[src/hdl/hfisqd_pkg.sv]
// Shared constants and types for the square-wave injection demodulator.
`timescale 1ns / 1ps
`default_nettype none

package hfisqd_pkg;

   localparam int SAMPLE_BITS_DEF = 16;
   localparam int PERIOD_BITS_DEF = 12;

   localparam int COEF_W      = 17;
   localparam int GAIN_W      = 16;
   localparam int OUT_W       = 16;
   localparam int ACC_W       = 32;
   localparam int ANGLE_W     = 24;
   localparam int ANGLE_FRAC  = 8;
   localparam int FILT_FRAC   = 8;
   localparam int CSR_DATA_W  = 17;
   localparam int CSR_INDEX_W = 3;
   localparam int MP_W        = 18;
   localparam int PROD_SHIFT  = 16;

   localparam int RST_HALF_PERIOD = 10;
   localparam int RST_DELAY       = 0;
   localparam logic [COEF_W-1:0] RST_RECIP = 17'd6554;
   localparam logic [COEF_W-1:0] RST_ALPHA = 17'd3277;
   localparam logic [GAIN_W-1:0] RST_GAIN  = 16'd0;

   typedef enum logic [CSR_INDEX_W-1:0] {
      CSR_HALF_PERIOD = 3'd0,
      CSR_DELAY       = 3'd1,
      CSR_RECIP       = 3'd2,
      CSR_ALPHA       = 3'd3,
      CSR_GAIN        = 3'd4
   } csr_index_type;

endpackage

`default_nettype wire

[src/hdl/hfi_square_wave_demodulator.sv]
// Square-wave injection position observer: demodulator, low-pass and angle integrator.
`timescale 1ns / 1ps
`default_nettype none

// One q-axis current request is taken per control period and yields one response
// carrying the angle estimate, filtered and raw error, the half-period-done flag and
// the injection polarity. The products of each request run on one shared
// signed-by-unsigned multiplier that retires two multiplier bits per cycle:
// one product per ordinary request, three when the half period closes. The
// response sits in an output register, so a new request is accepted while the
// previous response waits, but not while a request is still being computed.
// The user must write registers through the csr port only while no request is
// in flight; the block itself does not enforce this.
module hfi_square_wave_demodulator
   import hfisqd_pkg::*;
#(
   parameter int SAMPLE_BITS = SAMPLE_BITS_DEF,
   parameter int PERIOD_BITS = PERIOD_BITS_DEF
) (
   input  wire logic                          clock,
   input  wire logic                          reset,
   input  wire logic                          req_valid,
   output logic                               req_ready,
   input  wire logic signed [SAMPLE_BITS-1:0] req_current_sample,
   output logic                               rsp_valid,
   input  wire logic                          rsp_ready,
   output logic        [OUT_W-1:0]            rsp_angle_estimate,
   output logic signed [OUT_W-1:0]            rsp_error_filtered_out,
   output logic signed [OUT_W-1:0]            rsp_error_raw_out,
   output logic                               rsp_half_period_done,
   output logic                               rsp_inject_positive,
   input  wire logic                          csr_write_en,
   input  wire logic   [CSR_INDEX_W-1:0]      csr_index,
   input  wire logic   [CSR_DATA_W-1:0]       csr_wdata
);

   localparam int FILT_W    = SAMPLE_BITS + FILT_FRAC;
   localparam int DIFF_W    = SAMPLE_BITS + 9;
   localparam int MC_W      = (DIFF_W > ACC_W) ? DIFF_W : ACC_W;
   localparam int HI_W      = MC_W + 2;
   localparam int PROD_W    = HI_W + MP_W;
   localparam int RND_W     = PROD_W - PROD_SHIFT;
   localparam int FS_W      = RND_W + 1;
   localparam int SUM_W     = ACC_W + 1;
   localparam int CLAMP_W   = FILT_W;
   localparam int MUL_STEPS = MP_W / 2;
   localparam int CNT_W     = $clog2(MUL_STEPS);

   localparam logic signed [RND_W-1:0] RAW_MAX =
      RND_W'((longint'(1) <<< (SAMPLE_BITS - 1)) - 1);
   localparam logic signed [RND_W-1:0] RAW_MIN = ~RAW_MAX;
   localparam logic signed [FS_W-1:0] FILT_MAX =
      FS_W'((longint'(1) <<< (FILT_W - 1)) - 1);
   localparam logic signed [FS_W-1:0] FILT_MIN = ~FILT_MAX;
   localparam logic signed [SUM_W-1:0] ACC_MAX =
      SUM_W'((longint'(1) <<< (ACC_W - 1)) - 1);
   localparam logic signed [SUM_W-1:0] ACC_MIN = ~ACC_MAX;
   localparam logic signed [CLAMP_W-1:0] OUT_MAX =
      CLAMP_W'((longint'(1) <<< (OUT_W - 1)) - 1);
   localparam logic signed [CLAMP_W-1:0] OUT_MIN = ~OUT_MAX;
   localparam logic signed [PROD_W-1:0] ROUND_C =
      PROD_W'(longint'(1) <<< (PROD_SHIFT - 1));
   localparam logic [CNT_W-1:0] CNT_LAST = CNT_W'(MUL_STEPS - 1);

   typedef enum logic [3:0] {
      S_IDLE,
      S_MUL_RAW,
      S_RAW_UPD,
      S_DIFF_LD,
      S_MUL_FILT,
      S_FILT_UPD,
      S_MUL_STEP,
      S_ANGLE,
      S_OUT
   } state_type;

   state_type state_ff, state_in;

   logic [PERIOD_BITS-1:0] half_period_ff, half_period_in;
   logic [PERIOD_BITS-1:0] delay_ff, delay_in;
   logic [COEF_W-1:0]      recip_ff, recip_in;
   logic [COEF_W-1:0]      alpha_ff, alpha_in;
   logic [GAIN_W-1:0]      gain_ff, gain_in;

   logic [PERIOD_BITS-1:0] phase_ff, phase_in;
   logic                   inject_par_ff, inject_par_in;
   logic [PERIOD_BITS-1:0] delay_wait_ff, delay_wait_in;
   logic [PERIOD_BITS-1:0] dphase_ff, dphase_in;
   logic                   dpar_ff, dpar_in;
   logic signed [ACC_W-1:0]       corr_ff, corr_in;
   logic signed [SAMPLE_BITS-1:0] raw_ff, raw_in;
   logic signed [FILT_W-1:0]      filt_ff, filt_in;
   logic [ANGLE_W-1:0]            angle_ff, angle_in;
   logic                          done_ff, done_in;

   logic signed [MC_W-1:0]   mc_ff, mc_in;
   logic signed [PROD_W-1:0] mul_ff, mul_in;
   logic [CNT_W-1:0]         cnt_ff, cnt_in;

   logic                      rsp_valid_ff, rsp_valid_in;
   logic [OUT_W-1:0]          rsp_angle_ff, rsp_angle_in;
   logic signed [OUT_W-1:0]   rsp_filt_ff, rsp_filt_in;
   logic signed [OUT_W-1:0]   rsp_raw_ff, rsp_raw_in;
   logic                      rsp_done_ff, rsp_done_in;
   logic                      rsp_inj_ff, rsp_inj_in;

   logic                   accept;
   logic                   delay_hold;
   logic [PERIOD_BITS:0]   dphase_inc, phase_inc;
   logic                   dwrap, done_now, ref_neg;
   logic signed [SUM_W-1:0] sample_x, corr_x, corr_sum;
   logic signed [ACC_W-1:0] corr_sat;

   logic signed [HI_W-1:0]   mc_x, mul_hi, add0, add1, hi_sum;
   logic signed [PROD_W-1:0] mul_cat, mul_shift;
   logic signed [PROD_W-1:0] rnd_full;
   logic signed [RND_W-1:0]  rnd;
   logic signed [SAMPLE_BITS-1:0] raw_sat;
   logic signed [DIFF_W-1:0] raw_x256, diff;
   logic signed [FS_W-1:0]   filt_sum;
   logic signed [FILT_W-1:0] filt_sat;
   logic [ANGLE_W-1:0]       angle_step;
   logic signed [CLAMP_W-1:0] filt_sh, raw_ext;
   logic signed [OUT_W-1:0]  filt_out, raw_out;

   assign req_ready = (state_ff == S_IDLE);
   assign accept    = req_valid && req_ready;

   always_comb begin
      // reference and injection timebases
      delay_hold = delay_wait_ff < delay_ff;
      dphase_inc = {1'b0, dphase_ff} + (PERIOD_BITS + 1)'(1);
      dwrap      = dphase_inc >= {1'b0, half_period_ff};
      phase_inc  = {1'b0, phase_ff} + (PERIOD_BITS + 1)'(1);
      done_now   = phase_inc >= {1'b0, half_period_ff};
      ref_neg    = !delay_hold && (dpar_ff ^ dwrap);

      sample_x = SUM_W'(req_current_sample);
      corr_x   = SUM_W'(corr_ff);
      corr_sum = ref_neg ? (corr_x - sample_x) : (corr_x + sample_x);
      if (corr_sum > ACC_MAX) begin
         corr_sat = ACC_MAX[ACC_W-1:0];
      end else if (corr_sum < ACC_MIN) begin
         corr_sat = ACC_MIN[ACC_W-1:0];
      end else begin
         corr_sat = corr_sum[ACC_W-1:0];
      end

      // two multiplier bits per cycle, shift-add
      mc_x      = HI_W'(mc_ff);
      mul_hi    = $signed(mul_ff[PROD_W-1:MP_W]);
      add0      = mul_ff[0] ? mc_x : '0;
      add1      = mul_ff[1] ? (mc_x <<< 1) : '0;
      hi_sum    = mul_hi + add0 + add1;
      mul_cat   = {hi_sum, mul_ff[MP_W-1:0]};
      mul_shift = mul_cat >>> 2;

      rnd_full = (mul_ff + ROUND_C) >>> PROD_SHIFT;
      rnd      = $signed(rnd_full[RND_W-1:0]);
      if (rnd > RAW_MAX) begin
         raw_sat = RAW_MAX[SAMPLE_BITS-1:0];
      end else if (rnd < RAW_MIN) begin
         raw_sat = RAW_MIN[SAMPLE_BITS-1:0];
      end else begin
         raw_sat = rnd[SAMPLE_BITS-1:0];
      end

      raw_x256 = $signed({raw_ff[SAMPLE_BITS-1], raw_ff, 8'h00});
      diff     = raw_x256 - DIFF_W'(filt_ff);

      filt_sum = FS_W'(filt_ff) + FS_W'(rnd);
      if (filt_sum > FILT_MAX) begin
         filt_sat = FILT_MAX[FILT_W-1:0];
      end else if (filt_sum < FILT_MIN) begin
         filt_sat = FILT_MIN[FILT_W-1:0];
      end else begin
         filt_sat = filt_sum[FILT_W-1:0];
      end

      angle_step = mul_ff[PROD_SHIFT +: ANGLE_W];

      filt_sh = filt_ff >>> FILT_FRAC;
      if (filt_sh > OUT_MAX) begin
         filt_out = OUT_MAX[OUT_W-1:0];
      end else if (filt_sh < OUT_MIN) begin
         filt_out = OUT_MIN[OUT_W-1:0];
      end else begin
         filt_out = filt_sh[OUT_W-1:0];
      end

      raw_ext = CLAMP_W'(raw_ff);
      if (raw_ext > OUT_MAX) begin
         raw_out = OUT_MAX[OUT_W-1:0];
      end else if (raw_ext < OUT_MIN) begin
         raw_out = OUT_MIN[OUT_W-1:0];
      end else begin
         raw_out = raw_ext[OUT_W-1:0];
      end
   end

   always_comb begin
      state_in       = state_ff;
      half_period_in = half_period_ff;
      delay_in       = delay_ff;
      recip_in       = recip_ff;
      alpha_in       = alpha_ff;
      gain_in        = gain_ff;
      phase_in       = phase_ff;
      inject_par_in  = inject_par_ff;
      delay_wait_in  = delay_wait_ff;
      dphase_in      = dphase_ff;
      dpar_in        = dpar_ff;
      corr_in        = corr_ff;
      raw_in         = raw_ff;
      filt_in        = filt_ff;
      angle_in       = angle_ff;
      done_in        = done_ff;
      mc_in          = mc_ff;
      mul_in         = mul_ff;
      cnt_in         = cnt_ff;
      rsp_valid_in   = rsp_valid_ff && !rsp_ready;
      rsp_angle_in   = rsp_angle_ff;
      rsp_filt_in    = rsp_filt_ff;
      rsp_raw_in     = rsp_raw_ff;
      rsp_done_in    = rsp_done_ff;
      rsp_inj_in     = rsp_inj_ff;

      if (csr_write_en) begin
         case (csr_index_type'(csr_index))
            CSR_HALF_PERIOD: half_period_in = csr_wdata[PERIOD_BITS-1:0];
            CSR_DELAY:       delay_in       = csr_wdata[PERIOD_BITS-1:0];
            CSR_RECIP:       recip_in       = csr_wdata[COEF_W-1:0];
            CSR_ALPHA:       alpha_in       = csr_wdata[COEF_W-1:0];
            CSR_GAIN:        gain_in        = csr_wdata[GAIN_W-1:0];
            default:         ;
         endcase
      end

      case (state_ff)
         S_IDLE: begin
            if (accept) begin
               if (delay_hold) begin
                  delay_wait_in = delay_wait_ff + PERIOD_BITS'(1);
               end else if (dwrap) begin
                  dphase_in = '0;
                  dpar_in   = !dpar_ff;
               end else begin
                  dphase_in = dphase_inc[PERIOD_BITS-1:0];
               end
               if (done_now) begin
                  phase_in      = '0;
                  inject_par_in = !inject_par_ff;
               end else begin
                  phase_in = phase_inc[PERIOD_BITS-1:0];
               end
               done_in = done_now;
               cnt_in  = '0;
               if (done_now) begin
                  corr_in  = '0;
                  mc_in    = MC_W'(corr_sat);
                  mul_in   = {{HI_W{1'b0}}, MP_W'(recip_ff)};
                  state_in = S_MUL_RAW;
               end else begin
                  corr_in  = corr_sat;
                  mc_in    = MC_W'(filt_ff);
                  mul_in   = {{HI_W{1'b0}}, MP_W'(gain_ff)};
                  state_in = S_MUL_STEP;
               end
            end
         end
         S_MUL_RAW: begin
            mul_in = mul_shift;
            cnt_in = cnt_ff + CNT_W'(1);
            if (cnt_ff == CNT_LAST) begin
               state_in = S_RAW_UPD;
            end
         end
         S_RAW_UPD: begin
            raw_in   = raw_sat;
            state_in = S_DIFF_LD;
         end
         S_DIFF_LD: begin
            mc_in    = MC_W'(diff);
            mul_in   = {{HI_W{1'b0}}, MP_W'(alpha_ff)};
            cnt_in   = '0;
            state_in = S_MUL_FILT;
         end
         S_MUL_FILT: begin
            mul_in = mul_shift;
            cnt_in = cnt_ff + CNT_W'(1);
            if (cnt_ff == CNT_LAST) begin
               state_in = S_FILT_UPD;
            end
         end
         S_FILT_UPD: begin
            filt_in  = filt_sat;
            mc_in    = MC_W'(filt_sat);
            mul_in   = {{HI_W{1'b0}}, MP_W'(gain_ff)};
            cnt_in   = '0;
            state_in = S_MUL_STEP;
         end
         S_MUL_STEP: begin
            mul_in = mul_shift;
            cnt_in = cnt_ff + CNT_W'(1);
            if (cnt_ff == CNT_LAST) begin
               state_in = S_ANGLE;
            end
         end
         S_ANGLE: begin
            angle_in = angle_ff + angle_step;
            state_in = S_OUT;
         end
         S_OUT: begin
            if (!rsp_valid_ff || rsp_ready) begin
               rsp_valid_in = 1'b1;
               rsp_angle_in = angle_ff[ANGLE_FRAC +: OUT_W];
               rsp_filt_in  = filt_out;
               rsp_raw_in   = raw_out;
               rsp_done_in  = done_ff;
               rsp_inj_in   = !inject_par_ff;
               state_in     = S_IDLE;
            end
         end
         default: state_in = S_IDLE;
      endcase
   end

   always_ff @(posedge clock) begin
      if (reset) begin
         state_ff       <= S_IDLE;
         half_period_ff <= PERIOD_BITS'(RST_HALF_PERIOD);
         delay_ff       <= PERIOD_BITS'(RST_DELAY);
         recip_ff       <= RST_RECIP;
         alpha_ff       <= RST_ALPHA;
         gain_ff        <= RST_GAIN;
         phase_ff       <= '0;
         inject_par_ff  <= 1'b0;
         delay_wait_ff  <= '0;
         dphase_ff      <= '0;
         dpar_ff        <= 1'b0;
         corr_ff        <= '0;
         raw_ff         <= '0;
         filt_ff        <= '0;
         angle_ff       <= '0;
         done_ff        <= 1'b0;
         cnt_ff         <= '0;
         rsp_valid_ff   <= 1'b0;
      end else begin
         state_ff       <= state_in;
         half_period_ff <= half_period_in;
         delay_ff       <= delay_in;
         recip_ff       <= recip_in;
         alpha_ff       <= alpha_in;
         gain_ff        <= gain_in;
         phase_ff       <= phase_in;
         inject_par_ff  <= inject_par_in;
         delay_wait_ff  <= delay_wait_in;
         dphase_ff      <= dphase_in;
         dpar_ff        <= dpar_in;
         corr_ff        <= corr_in;
         raw_ff         <= raw_in;
         filt_ff        <= filt_in;
         angle_ff       <= angle_in;
         done_ff        <= done_in;
         cnt_ff         <= cnt_in;
         rsp_valid_ff   <= rsp_valid_in;
      end
      mc_ff        <= mc_in;
      mul_ff       <= mul_in;
      rsp_angle_ff <= rsp_angle_in;
      rsp_filt_ff  <= rsp_filt_in;
      rsp_raw_ff   <= rsp_raw_in;
      rsp_done_ff  <= rsp_done_in;
      rsp_inj_ff   <= rsp_inj_in;
   end

   assign rsp_valid              = rsp_valid_ff;
   assign rsp_angle_estimate     = rsp_angle_ff;
   assign rsp_error_filtered_out = rsp_filt_ff;
   assign rsp_error_raw_out      = rsp_raw_ff;
   assign rsp_half_period_done   = rsp_done_ff;
   assign rsp_inject_positive    = rsp_inj_ff;

   a_rsp_from_out : assert property (@(posedge clock) disable iff (reset)
      $rose(rsp_valid_ff) |-> $past(state_ff == S_OUT))
      else $error("response raised outside output state");

   a_corr_clear : assert property (@(posedge clock) disable iff (reset)
      (accept && done_now) |=> (corr_ff == '0))
      else $error("correlation sum not cleared at half-period end");

   a_angle_after_mul : assert property (@(posedge clock) disable iff (reset)
      (state_ff == S_ANGLE) |-> $past(state_ff == S_MUL_STEP && cnt_ff == CNT_LAST))
      else $error("angle update without a finished step product");

endmodule

`default_nettype wire

[config.mk]
export PLATFORM = sky130hd
export DESIGN_NAME = hfi_square_wave_demodulator
export DESIGN_NICKNAME = d
export VERILOG_FILES = /design/src/hdl/hfisqd_pkg.sv /design/src/hdl/hfi_square_wave_demodulator.sv
export SDC_FILE = /design/constraint.sdc
export NUM_CORES = 1
export LEC_CHECK = 0
export ABC_AREA = 1
export BUFFER_PORTS_ARGS = -buffer_cell sky130_fd_sc_hd__clkbuf_2
export CELL_PAD_IN_SITES_DETAIL_PLACEMENT = 1
export CELL_PAD_IN_SITES_GLOBAL_PLACEMENT = 2
export CORE_AREA = 2 2 387 235
export CTS_CLUSTER_SIZE = 20
export DETAILED_ROUTE_END_ITERATION = 6
export DIE_AREA = 0 0 389 237
export PLACE_DENSITY_LB_ADDON = 0.05
export SLEW_MARGIN = 10
export SYNTH_ARGS = -nofsm -noshare
export SYNTH_HDL_FRONTEND = slang
export SYNTH_SLANG_ARGS = --single-unit
[constraint.sdc]
create_clock -name clock -period 11.3 [get_ports clock]
set_clock_uncertainty 0.1 [all_clocks]
set_input_delay 0.565 -clock clock [delete_from_list [all_inputs] [get_ports clock]]
set_output_delay 0.565 -clock clock [all_outputs]
set_load 0.03 [all_outputs]
### Yosys cells after proc, flatten, opt, wreduce, memory -nomap -nowiden

Index checks and enable logic that the tools add are counted.

| storage, ports and cells | value |
|---|---|
| register bits after elaboration | 352 |
| latch bits | 0 |
| bits in writable memories | 0 |
| bits in read-only memories | 0 |
| bits of input ports | 41 |
| output and inout bits | 52 |
| logic and storage cells | 132 |
| memories | 0 |

| cells by class | value |
|---|---|
| $add $sub $neg | 12 |
| multiply operators | 0 |
| divide/modulo/power cells | 0 |
| order comparisons | 13 |
| equal/unequal tests | 18 |
| shift-type cells | 0 |
| muxes and demuxes | 31 |
| bitwise gates (word level) | 2 |
| reductions and logical operators | 31 |

Operator list:

| operator | count |
|---|---|
| $pmux 52 s4 | 1 |
| $mux 32 | 5 |
| $pmux 32 s3 | 1 |
| $add 34x34->34 | 2 |
| $mux 34 | 2 |
| $mux 16 | 4 |
| $add 52x17->52 const B | 1 |
| $mux 52 | 1 |
| $mux 24 | 2 |
| $add 24x36->37 | 1 |
| $gt 37x24->1 const B | 1 |
| $lt 37x24->1 const B | 1 |
| $gt 36x16->1 const B | 1 |
| $lt 36x16->1 const B | 1 |
| $pmux 4 s9 | 1 |
| $add 32x16->33 | 1 |
| $gt 33x32->1 const B | 1 |
| $lt 33x32->1 const B | 1 |
| $mux 33 | 1 |
| $sub 32x16->33 | 1 |
| $gt 16x16->1 const B | 2 |
| $lt 16x16->1 const B | 2 |
| $add 12x1->13 const B | 2 |
| $ge 13x12->1 | 2 |
| other kinds (35) | 69 |

### Depth between registers and ports, before layout

| depth | value |
|---|---|
| depth in word-level cells | 11 |
| depth in mapped cells | 42 |
| gate-level depth less buffers | 40 |

### Least setup slack after synthesis

OpenSTA, ideal clock, no wires.

| path | value |
|---|---|
| path kind | register to register |
| start | register dphase_ff[0] |
| end | register mc_ff[19], data pin |
| library setup time | 0.256 ns |
| data arrival time | 4.557 ns |
| required time | 10.944 ns |
| setup slack | 6.387 ns |
| stages on the path, launching flop included | 33 |
| buffers on the path | 2 |
| period minus slack after synthesis | 4.913 ns |
| cell sequence | dfxtp_1 > ha_1 > nand2_1 > nor2_1 > nand3_1 > nor2_1 > xor2_1 > ha_1 > a21oi_1 > o21ai_0 > nor2_1 > nand2_1 > nand2_2 > nand3_1 > nand3_2 > clkbuf_1 > nand2_1 > xor2_1 > ha_1 > a21oi_1 > o21ai_1 > a21oi_2 > inv_1 > a21oi_2 > or2_1 > nand3_1 > nand2_1 > nand3_2 > buf_6 > nand2_1 > nand3_1 > a21oi_1 > nand2_1 |

| on the way | value |
|---|---|
| word-level cells in the longest chain between the ends | 11 |
| elaborated cells on any way between the ends | 12 |
| those cells by class | 1 x add/sub; 3 x order compare; 6 x mux; 1 x bitwise; 1 x reduce/logical |

Ends and longest elaborated chain:

| item | RTL line | text |
|---|---|---|
| from (decl) | hfi_square_wave_demodulator.sv:88 | `logic [PERIOD_BITS-1:0] dphase_ff, dphase_in;` |
| from (signal assigned) | hfi_square_wave_demodulator.sv:358 | `dphase_ff <= dphase_in;` |
| $add 12x1->13 * | hfi_square_wave_demodulator.sv:132 | `dphase_inc = {1'b0, dphase_ff} + (PERIOD_BITS + 1)'(1);` |
| $ge 13x12->1 * | hfi_square_wave_demodulator.sv:133 | `dwrap = dphase_inc >= {1'b0, half_period_ff};` |
| $xor 1x1->1 * | hfi_square_wave_demodulator.sv:136 | `ref_neg = !delay_hold && (dpar_ff ^ dwrap);` |
| $logic_and 1x1->1 * | hfi_square_wave_demodulator.sv:136 |  |
| $mux 33 * | hfi_square_wave_demodulator.sv:140 | `corr_sum = ref_neg ? (corr_x - sample_x) : (corr_x + sample_x);` |
| $lt 33x32->1 | hfi_square_wave_demodulator.sv:143 | `end else if (corr_sum < ACC_MIN) begin` |
| $mux 32 | hfi_square_wave_demodulator.sv:143 |  |
| $mux 32 * | hfi_square_wave_demodulator.sv:141 | `if (corr_sum > ACC_MAX) begin` |
| $mux 32 * | hfi_square_wave_demodulator.sv:258 | `if (done_now) begin` |
| $mux 32 * | hfi_square_wave_demodulator.sv:241 | `if (accept) begin` |
| $pmux 32 s3 * | hfi_square_wave_demodulator.sv:239 | `case (state_ff)` |
| via mc_in[19] | hfi_square_wave_demodulator.sv:96 | `logic signed [MC_W-1:0] mc_ff, mc_in;` |
| to (signal assigned) | hfi_square_wave_demodulator.sv:368 | `mc_ff <= mc_in;` |
| to (decl) | hfi_square_wave_demodulator.sv:96 |  |

The timed path passes the listed nets; every way through them passes the cells marked *. The select of a mux whose other input is x is not followed.
A chain may end at the register's enable or synchronous reset.

### Worst setup path after layout

| path | value |
|---|---|
| start | register dphase_ff[0] |
| end | register mc_ff[18], data pin |

Same word-level chain as after synthesis.

==> impl_metrics.csv <==
group,metric,value,unit
routing,route.vias.total,25200,
synthesis,synth_cell_types,56,
floorplanning,boundaryPins,93,
sta,slew_viol_final,0,
worst_setup_path,startpoint_type,"flop",
synthesis,ys_ff_latch,350,
synthesis,synth_nets,4122,
status,status,"finished clean",
worst_setup_path,cp-end-kind,"flop",
routing,drt_pass1_iterations,4,
worst_setup_path,crit_path_max_fanout,31,
global_route,grt_max_degree,68,
place,placed_cells,5016,
clocking,clk_pin_slew,0.07,ns
routing,wirelength,108000,um
cells_and_area,antennaDiodeCount,0,
routing,drt_iter0_drc,1616,
floorplanning,die_height,237,um
global_route,grt_pass1_wl,164000,um
clocking,cts_sinks,350,
worst_setup_path,crit_path_top_delay_cell,"nand3_2",
sta,fin_crit,7.37,ns
sta,period_share,0.652,
clocking,cts_tree,"yes",
floorplanning,core,88900,um^2
cells_and_area,final_net_count,4148,
power_and_ir_drop,pwr_density_cell,264,nW/um^2
synthesis,yosysWarningCount,0,
sta,grt_setup_unrepaired,"false",
sta,hold_viol,0,
routing,wire_per_inst,21.2,um
routing,post_drt_via_cell_ratio,4.94,
routing,drc,0,
worst_setup_path,cpPeakStageDelay,0.68,ns
routing,ant_nets,0,
synthesis,synth_top_flop_cell,"dfxtp_1",
worst_setup_path,required,11.55,ns
sta,tightest_slew,1.23,ns
floorplanning,rows,85,
place,port_buffers,92,
clocking,cts-resized-gates,0,
floorplanning,start_util,0.297,
clocking,clock-root-buffer,"clkbuf_16",
synthesis,syn_area,26400,um^2
clocking,post_cts_buffers,0,
sta,fmax,136,MHz
worst_setup_path,worstSetupPathType,"reg2reg",
global_route,grt_overflow,0,
cells_and_area,fin_cells,5094,
min_path,holdCritPathClass,"in2reg",
cells_and_area,drive_above_1_share,0.0661,
place,dpl.hpwl,86200,um
sta,finalSetupTns,0,ns
place,gp_congestion,0.851,
synthesis,postSynthAreaPerCell,6.84,um^2
global_route,grt_pass1_vias,25000,
clocking,cts_buffers,42,
clocking,htree_num_levels,2,
synthesis,yosysSeqAreaShare,0.315,
global_route,groute.usage.overall,0.233,
worst_setup_path,cpMostUsedCell,"nand2_1",
power_and_ir_drop,leakagePower,14.1,nW
sta,relSlewSlack,0.178,
clocking,cts_hold_buf,0,
synthesis,synth_edf_count,132,
synthesis,async_flop_share,0,
power_and_ir_drop,max-vdd-ir-drop,0.129,mV
clocking,clock_latency,0.62,ns
sta,setup_viol,0,
flow_run,maxCapViolCount,0,
floorplanning,die_x,389,um
cells_and_area,area_growth,11.4,%
synthesis,syn-instance-count,3860,
clocking,clockBufferDepth,3,
global_route,antenna_found_initial,1,
worst_setup_path,cp.arrival,7.63,ns
floorplanning,die-area,92200,um^2
cell usage in the layout, fill, tap and decap left out, types with 17 or more instances in the layout:
| master | synthesis | routed |
|---|---|---|
| inv_1 | 516 | 515 |
| xnor2_1 | 38 | 38 |
| o21ai_0 | 238 | 238 |
| clkbuf_2 | 0 | 91 |
| edfxtp_1 | 132 | 132 |
| o211ai_1 | 17 | 17 |
| buf_4 | 8 | 21 |
| nand3_1 | 171 | 170 |
| a21oi_1 | 359 | 358 |
| xor2_1 | 94 | 94 |
| nand2_1 | 1033 | 1033 |
| fa_1 | 36 | 36 |
| dfxtp_1 | 218 | 218 |
| a22oi_1 | 19 | 19 |
| nor3_1 | 51 | 49 |
| nand4_1 | 43 | 43 |
| clkbuf_16 | 0 | 44 |
| nor2_1 | 397 | 395 |
| ha_1 | 185 | 185 |
registers in the layout, summed over array words and instances (netlist names), 4 cells and up:
| register | flops |
|---|---|
| mul_ff | 50 |
| corr_ff | 32 |
| mc_ff | 32 |
| angle_ff | 24 |
| filt_ff | 24 |
| alpha_ff | 17 |
| recip_ff | 17 |
| gain_ff | 16 |
| raw_ff | 16 |
| rsp_angle_estimate | 16 |
| rsp_error_filtered_out | 16 |
| rsp_error_raw_out | 16 |
| delay_ff | 12 |
| delay_wait_ff | 12 |
| dphase_ff | 12 |
| half_period_ff | 12 |
| phase_ff | 12 |
| cnt_ff | 4 |
| state_ff | 4 |
kinds of logic after synthesis:
kind of cell,count (synthesis),share of synthesized area
AND/OR/NAND/NOR,1784,0.282
buffers and inverters,659,0.0973
flip-flops,350,0.315
AO/OA/AOI/OAI,714,0.147
XOR/XNOR,132,0.0438
adder cells (fa/ha/maj),221,0.115
layer usage:
metal | GRT usage | up-vias | wire [um]
li1 | - | 12600 | -
met2 | 0.312 | 331 | 40000
met1 | 0.394 | 12100 | 63100
met5 | 0 | - | 0
met4 | 0.0295 | 0 | 1110
met3 | 0.0250 | 63 | 3540
final timing paths:
| kind | from | end | slack, ns | depth (start not counted) |
|---|---|---|---|---|
| worst min-delay path | csr_wdata[14] | alpha_ff[14]$_SDFFE_PP0P_ | 0.11 | 3 |
| worst max register to register | dphase_ff[0]$_SDFFE_PP0P_ | mc_ff[18]$_DFFE_PP_ | 3.93 | 33 |
| worst max-delay path | dphase_ff[0]$_SDFFE_PP0P_ | mc_ff[18]$_DFFE_PP_ | 3.93 | 33 |
| worst min register to register | done_ff$_SDFFE_PP0P_ | rsp_half_period_done$_DFFE_PP_ | 0.33 | 0 |
worst max-delay path, delay by kind of cell, from the launching register on:
| kind | cells | cell delay, ns |
|---|---|---|
| and+or+nand+nor | 21 | 3.80 |
| xor gates and xnor gates | 1 | 0.20 |
| adders and majority gates | 3 | 0.82 |
| AOI/OAI and AO/OA | 6 | 1.06 |
| DFF | 1 | 0.41 |
| buffers and inverters | 2 | 0.69 |
metrics by stage:
step	hold WS [ns]	setup WS, ns	utilization	cell area, um^2	power (mW)
6_report	0.113	3.93	0.331	29400	7.75
5_1_grt	0.106	3.24	0.331	29400	8.43
4_1_cts	0.0829	4.03	0.331	29400	7.79
3_5_place_dp	0.316	4.05	0.314	27900	6.25
3_3_place_gp	0.309	4.12	0.314	27900	6.28
2_1_floorplan	0.303	6.39	-	26400	4.75
cell usage after synthesis (6+ instances only):
| master | count | area share |
|---|---|---|
| a211oi_1 | 7 | 0.0020 |
| a21oi_2 | 6 | 0.0020 |
| inv_2 | 8 | 0.0011 |
| xor2_1 | 94 | 0.031 |
| and3_1 | 6 | 0.0014 |
| a21o_1 | 13 | 0.0037 |
| o211ai_1 | 17 | 0.0048 |
| o21ai_0 | 238 | 0.045 |
| buf_4 | 8 | 0.0023 |
| a22oi_1 | 19 | 0.0054 |
| buf_6 | 7 | 0.0030 |
| xnor2_1 | 38 | 0.013 |
| o2111ai_1 | 10 | 0.0033 |
| nand3_1 | 171 | 0.032 |
| nand4_1 | 43 | 0.010 |
| or2_2 | 13 | 0.0031 |
| a31oi_1 | 9 | 0.0021 |
| clkbuf_1 | 105 | 0.015 |
| nand2_1 | 1033 | 0.15 |
| nor4_1 | 13 | 0.0031 |
| o21ai_1 | 6 | 0.0011 |
| o21a_1 | 8 | 0.0023 |
| nor2_2 | 8 | 0.0019 |
| nor3_1 | 51 | 0.0097 |
| dfxtp_1 | 218 | 0.17 |
| buf_2 | 9 | 0.0017 |
| nand3_2 | 8 | 0.0030 |
| nor2_1 | 397 | 0.056 |
| ha_1 | 185 | 0.088 |
| inv_1 | 516 | 0.073 |
| a21oi_1 | 359 | 0.068 |
| nand2_2 | 12 | 0.0028 |
| edfxtp_1 | 132 | 0.15 |
| fa_1 | 36 | 0.027 |
area by class of cell:
cell class / count / area (um^2)
fillers: 11100 / 59500
multi-input cells: 2851 / 15500
flip-flops and latches: 350 / 8330
inverters: 529 / 1990
well taps: 1174 / 1470
clock buffers: 59 / 1220
repair buffers: 112 / 613
clock inverters: 19 / 251
power breakdown:
part	switching [mW]	total [mW]	internal, mW
sequential	0.464	2.13	1.66
clock	0.636	1.47	0.836
combinational	2.89	4.15	1.26
total	3.99	7.75	3.76
No activity file was read; power rests on OpenSTA's default activity.
